### config.mk
export PLATFORM = sky130hd
export DESIGN_NAME = ehc_queue
export DESIGN_NICKNAME = d
export VERILOG_FILES = /design/src/hdl/ehc_pkg.sv /design/src/hdl/ehc_queue.sv
export SDC_FILE = /design/constraint.sdc
export NUM_CORES = 1
export LEC_CHECK = 0
export ABC_AREA = 1
export BUFFER_PORTS_ARGS = -buffer_cell sky130_fd_sc_hd__buf_2
export CORE_ASPECT_RATIO = 0.7
export CORE_MARGIN = 1.5
export CORE_UTILIZATION = 55
export DETAILED_ROUTE_END_ITERATION = 8
export PLACE_DENSITY = 0.82
export SLEW_MARGIN = 10
export SYNTH_ARGS = -nofsm -noshare
export SYNTH_HDL_FRONTEND = slang
export SYNTH_SLANG_ARGS = --single-unit
### constraint.sdc
create_clock -name clk -period 33 [get_ports clk]
set_input_delay 4.95 -clock clk [delete_from_list [all_inputs] [get_ports clk]]
set_output_delay 4.95 -clock clk [all_outputs]
set_load 0.05 [all_outputs]
### src/hdl/ehc_pkg.sv
// Shared types, constants and helpers for the expiring hash cache lookup core.
`default_nettype none
package ehc_pkg;

  // Field widths of the request and result channels
  localparam int unsigned KEY_W  = 64;
  localparam int unsigned TIME_W = 63;
  localparam int unsigned SLOT_W = 10;

  // Default geometry; the cell index never needs more than IDX_MAX_W bits
  localparam int unsigned CELLS_DEF     = 1024;
  localparam int unsigned PROBE_LEN_DEF = 10;
  localparam int unsigned IDX_MAX_W     = 20;

  // Depth of the front-to-back request queue (power of two)
  localparam int unsigned QUEUE_DEPTH = 2;

  // Hash finalizer multipliers
  localparam logic [KEY_W-1:0] MIX_C1 = 64'hff51afd7ed558ccd;
  localparam logic [KEY_W-1:0] MIX_C2 = 64'hc4ceb9fe1a85ec53;

  // Result codes
  typedef enum logic [1:0] {
    STAT_HIT     = 2'd0,
    STAT_EXPIRED = 2'd1,
    STAT_MISS    = 2'd2,
    STAT_WRITE   = 2'd3
  } status_t;

  // Back-end sequencer states
  typedef enum logic [1:0] {
    BK_CLEAR,
    BK_IDLE,
    BK_PROBE,
    BK_DONE
  } back_state_t;

  // Request as it arrives on the ports
  typedef struct packed {
    logic              mode;
    logic [KEY_W-1:0]  key;
    logic [TIME_W-1:0] now;
    logic [SLOT_W-1:0] write_slot;
    logic [TIME_W-1:0] write_expiry;
    logic              write_is_default;
  } item_t;

  // Classified request handed from front to back: idx is the probe start
  // for a lookup and the target cell for a write
  typedef struct packed {
    logic                 mode;
    logic [KEY_W-1:0]     key;
    logic [TIME_W-1:0]    now;
    logic [IDX_MAX_W-1:0] idx;
    logic [TIME_W-1:0]    write_expiry;
    logic                 write_is_default;
  } req_t;

  // One cell of the table
  typedef struct packed {
    logic [KEY_W-1:0]  key;
    logic [TIME_W-1:0] expiry;
    logic              dflt;
  } cell_t;

  // xor-shift step of the finalizer
  function automatic logic [KEY_W-1:0] fold33(input logic [KEY_W-1:0] x);
    return x ^ (x >> 33);
  endfunction

endpackage
`default_nettype wire

### src/hdl/ehc_queue.sv
// Short request queue between the front and back ends.
`default_nettype none
module ehc_queue (
  input  wire logic          clk,
  input  wire logic          rst,
  input  wire logic          push,
  input  wire ehc_pkg::req_t push_data,
  output logic               full,
  input  wire logic          pop,
  output logic               valid,
  output ehc_pkg::req_t      pop_data
);
  import ehc_pkg::*;

  localparam int unsigned PTR_W = (QUEUE_DEPTH > 1) ? $clog2(QUEUE_DEPTH) : 1;
  localparam int unsigned CNT_W = $clog2(QUEUE_DEPTH + 1);

  req_t             entry [QUEUE_DEPTH];
  logic [PTR_W-1:0] wr_ptr;
  logic [PTR_W-1:0] rd_ptr;
  logic [CNT_W-1:0] count;
  logic             do_push;
  logic             do_pop;

  assign full     = (count == CNT_W'(QUEUE_DEPTH));
  assign valid    = (count != '0);
  assign do_push  = push && !full;
  assign do_pop   = pop && valid;
  assign pop_data = entry[rd_ptr];

  // pointers and fill level
  always_ff @(posedge clk) begin
    if (rst) begin
      wr_ptr <= '0;
      rd_ptr <= '0;
      count  <= '0;
    end else begin
      if (do_push) begin
        wr_ptr <= (wr_ptr == PTR_W'(QUEUE_DEPTH - 1)) ? '0 : wr_ptr + 1'b1;
      end
      if (do_pop) begin
        rd_ptr <= (rd_ptr == PTR_W'(QUEUE_DEPTH - 1)) ? '0 : rd_ptr + 1'b1;
      end
      if (do_push && !do_pop) begin
        count <= count + 1'b1;
      end else if (do_pop && !do_push) begin
        count <= count - 1'b1;
      end
    end
  end

  // storage
  always_ff @(posedge clk) begin
    if (do_push) begin
      entry[wr_ptr] <= push_data;
    end
  end

endmodule
`default_nettype wire

After elaboration in Yosys (flattened, before gate mapping). Memories as Yosys holds them, arrays and structs flattened. A register that Yosys moved wholly into a read port is not among the register bits. Cells that the tools add are included. Widths: inputs -> output; s select.

Register bits: 4. Memory bits (writable): 424. Input port bits: 216. Output and inout port bits: 214. Memories: 1.

Memory list: entry (words 2, width 212, rd ports 1, clocked after Yosys merged registers in 1, write ports 1, RTL line ehc_queue.sv:18) `req_t entry [QUEUE_DEPTH];`.

Add/sub/neg operators: 4. Equal/unequal tests: 1. Multiplexer cells: 8. Reduce and logical (&&, ||, !) cells: 9.

Operator list (count): $mux 1 (6); $logic_and 1x1->1 (4); $mux 2 (2); $reduce_bool 2->1 (2); $logic_not 1->1 (3); $add 1x1->1 const B (2); $add 2x1->2 const B (1); $eq 2x2->1 const B (1); $sub 2x1->2 const B (1).

Logic depth before layout (Yosys ltp).
Depth after elaboration: 7. Mapped depth: 10. Mapped depth without buffers: 10.

Least setup slack after synthesis. Ideal clock, no wire load.

Path kind: input to register. From: input push. To: memory entry[0][0] (netlist name) (enable). Library setup time: 0.789 ns. Arrival time: 13.891 ns. Data required time: 32.211 ns. Setup slack: 18.320 ns. Cell stages on the path: 2. Buffers on the path: 0. Cells stage by stage: o21ai_0 -> nor2_1.

Cells in the longest elaborated chain, start to end: 3.

Ends and longest elaborated chain: from (decl) (RTL line ehc_queue.sv:6) `input wire logic push,`; $logic_and 1x1->1 (RTL line ehc_queue.sv:27) `assign do_push = push && !full;`; $mux 1 (RTL line ehc_queue.sv:54) `if (do_push) begin`; $mux 1 (not written as such) (RTL line ehc_queue.sv:55) `entry[wr_ptr] <= push_data;`; to (decl) (RTL line ehc_queue.sv:18).

No other way between the ends.

==> impl_metrics.py <==
metrics = {
    "worst_setup_path": {
        "timing.rr.start": "count[1]$_SDFFE_PP0P_",
        "crit_arrival_ns": 2.90,
        "cp_cell_sequence": "buf_12, mux2_2, buf_2",
        "cp_max_fo": 129,
        "crit_family": "buffers and inverters",
        "end_kind": "output port",
        "worstPathRequired_ns": 28.05,
        "setup.worst_path.start_class": "flip-flop",
        "crit_slowest_cell": "dfxtp_4",
        "worst-path-buf-inv": 2,
        "path_class": "reg2out",
        "slowest_delay_ns": 0.77,
    },
    "clock_network": {
        "clkLatencyLatePin_ns": 0.52,
        "numCtsBuffers": 40,
        "cts_max_path_buffers": 3,
        "hold_buffers": 0,
        "cts_resized": 0,
        "clkSinkCount": 429,
        "cts_tree": "built",
        "htreeDepth": 2,
        "clk_pin_slew_ns": 0.07,
        "clockRootBuffer": "clkbuf_16",
        "postCtsSetupRepairBufs": 0,
    },
    "global_routing": {
        "grt_pass1_vias": 8506,
        "grt_max_degree": 130,
        "track_usage_pct": 21.43,
        "antenna_found_initial": 18,
        "gr-total-overflow": 0,
        "grt_pass1_wl_um": 49180,
    },
    "synthesis": {
        "ys_ff_latch": 429,
        "yosysTopAreaCell": "edfxtp_1",
        "ys_warn_count": 0,
        "ys_seq_area_share_pct": 78.33,
        "synthesis.area_um2": 16380,
        "synth.avg_cell_area_um2": 23.51,
        "async_reset_ff_share_pct": 0,
        "ys_types": 15,
        "synth-simple-area-share_pct": 0.4430,
        "synth_compound_area_share_pct": 0.1527,
        "synth_ff_type": "edfxtp_1",
        "synth_edf_count": 424,
        "muxShareOfSynthArea_pct": 18.70,
        "syn_nets": 914,
        "synthCells": 697,
        "ys_top_cells_by_area": "edfxtp_1 (78%), mux2_4 (16%), mux2_2 (2.2%), buf_12 (1.3%), buf_6 (0.69%)",
        "synth_fa_ha_area_share_pct": 0.07637,
        "synth_top_area_share_pct": 77.71,
        "synth_most_common_cell": "edfxtp_1",
        "synth_xor_area_share_pct": 0,
        "synth_top_family_by_area": "multiplexers",
        "synthTopCellsByCount": "edfxtp_1 (424), mux2_4 (180), mux2_2 (32), buf_12 (11), buf_6 (10)",
    },
    "route": {
        "wl_um": 33720,
        "vias": 8156,
        "ant_nets": 0,
        "drt-pass1-iter-count": 4,
        "vias_per_cell": 5.198,
        "wire_per_inst_um": 21.49,
        "drtIter0Drc": 508,
        "drc": 0,
    },
    "outcome": {
        "status": "finished, final reports clean",
    },
    "cells_and_area": {
        "n_fill_cell": 1815,
        "finish.utilization_pct": 69.00,
        "multi_input_area_um2": 3188,
        "register_area_um2": 12840,
        "layout-drive-gt1-share_pct": 59.95,
        "areaGrowthSynthToFinish_pct": 22.48,
        "fin_nets": 1369,
    },
    "sta": {
        "maxSlewViolCount": 0,
        "grt_setup_unrepaired": "false",
        "period_minus_slack_ns": 7.848,
        "hold_viol": 0,
        "skew_ns": 0.01120,
        "max_slew_margin_pct": 26.08,
        "max_freq_mhz": 127.4,
        "finalSetupTns_ns": 0,
        "post-route-period-util_pct": 23.78,
        "tightestPinTransition_ns": 1.109,
        "finalSetupViolCount": 0,
    },
    "pwr": {
        "p_leak_nw": 7.869,
        "fin_total_pwr_mw": 1.769,
        "powerDensity_nw_per_um2": 88.15,
        "ir_drop_mv": 0.06306,
    },
    "placement": {
        "dp_hpwl_um": 22750,
        "gp_congestion": 0.8133,
        "io_buffer_count": 429,
    },
    "floorplan": {
        "die_w_um": 209.3,
        "chipHeight_um": 147.4,
        "ios": 430,
        "core_um2": 29080,
        "start_util_pct": 56.33,
        "core.rowCount": 52,
        "dieArea_um2": 30850,
    },
    "job": {
        "cap_violations": 0,
    },
    "worst_hold_path": {
        "hold_class": "reg2reg",
        "hp-start": "rd_ptr$_SDFFE_PP0P_",
    },
}
routing by layer:
layer	vias to the layer above	global-route usage (%)	part of all wire (%)	routed length, um
met5	-	0	0.28	94
met4	14	7.319	2.6	881
met3	74	9.178	11	3560
met2	339	35.95	50	16740
met1	4052	24.91	37	12440
li1	3677	-	-	-
worst register-to-register path, delay by kind of cell, from the launching register on:
| kind | cells | cell delay, ns |
|---|---|---|
| AO/OA/AOI/OAI | 1 | 0.28 |
| flip-flops | 1 | 0.33 |
| AND/OR/NAND/NOR | 1 | 0.21 |
| buffers and inverters | 3 | 1.61 |
worst paths after layout:
kind / to / slack (ns) / cells past startpoint
setup reg to reg: entry[0][35]$_DFFE_PP_ / 30.10 / 5
hold / removal: rd_ptr$_SDFFE_PP0P_ / 0.50 / 2
hold reg to reg: rd_ptr$_SDFFE_PP0P_ / 0.50 / 2
setup / recovery: pop_data[1] / 25.15 / 3
area by class of cell:
cell class	count	share of cell area [%]
diodes	10	0.1247
multi-input cells	236	15.89
repair buffers	437	11.06
well taps	378	2.357
flip-flops and latches	429	63.97
inverters	8	0.1496
clock buffers	46	5.206
clock inverters	25	1.247
flip-flops by register name (all words and copies together), names as in the netlist, named ones only:
name,cells
entry,424
count,2
wr_ptr,1
rd_ptr,1
kinds of logic after synthesis:
group,count (synthesis)
and+or+nand+nor,18
DFF,429
AOI/OAI and AO/OA,5
adders and majority gates,1
buffers and inverters,32
muxes,212
power by group:
part           leakage (nW)  internal [mW]  switching [mW]  total [mW]
clock                 0.630          0.266           0.188       0.455
sequential             4.00          0.690          0.0247       0.715
combinational          3.24          0.180           0.419       0.599
per-stage QoR:
step	std cells	worst slack, ns	cell area [um2]	hold WS (ns)
6_report	1569	25.15	20070	0.5001
3_3_place_gp	1488	25.45	18750	0.4783
2_1_floorplan	697	18.32	16380	0.4645
4_1_cts	1559	25.16	20040	0.5077
3_5_place_dp	1488	25.44	18750	0.4919
5_1_grt	1565	25.04	20060	0.5417
cells in the final DEF, fill, tap and decap left out, types with 6 or more instances in the layout:
cell type  instances
clkinv_2           6
inv_1              8
clkbuf_16         41
edfxtp_1         424
mux2_2            32
buf_2            429
mux2_4           180
clkinv_1          10
nor2_1             6
buf_4              7
diode_2           10
nand2_1            7
(Power assumes the default switching activity.)
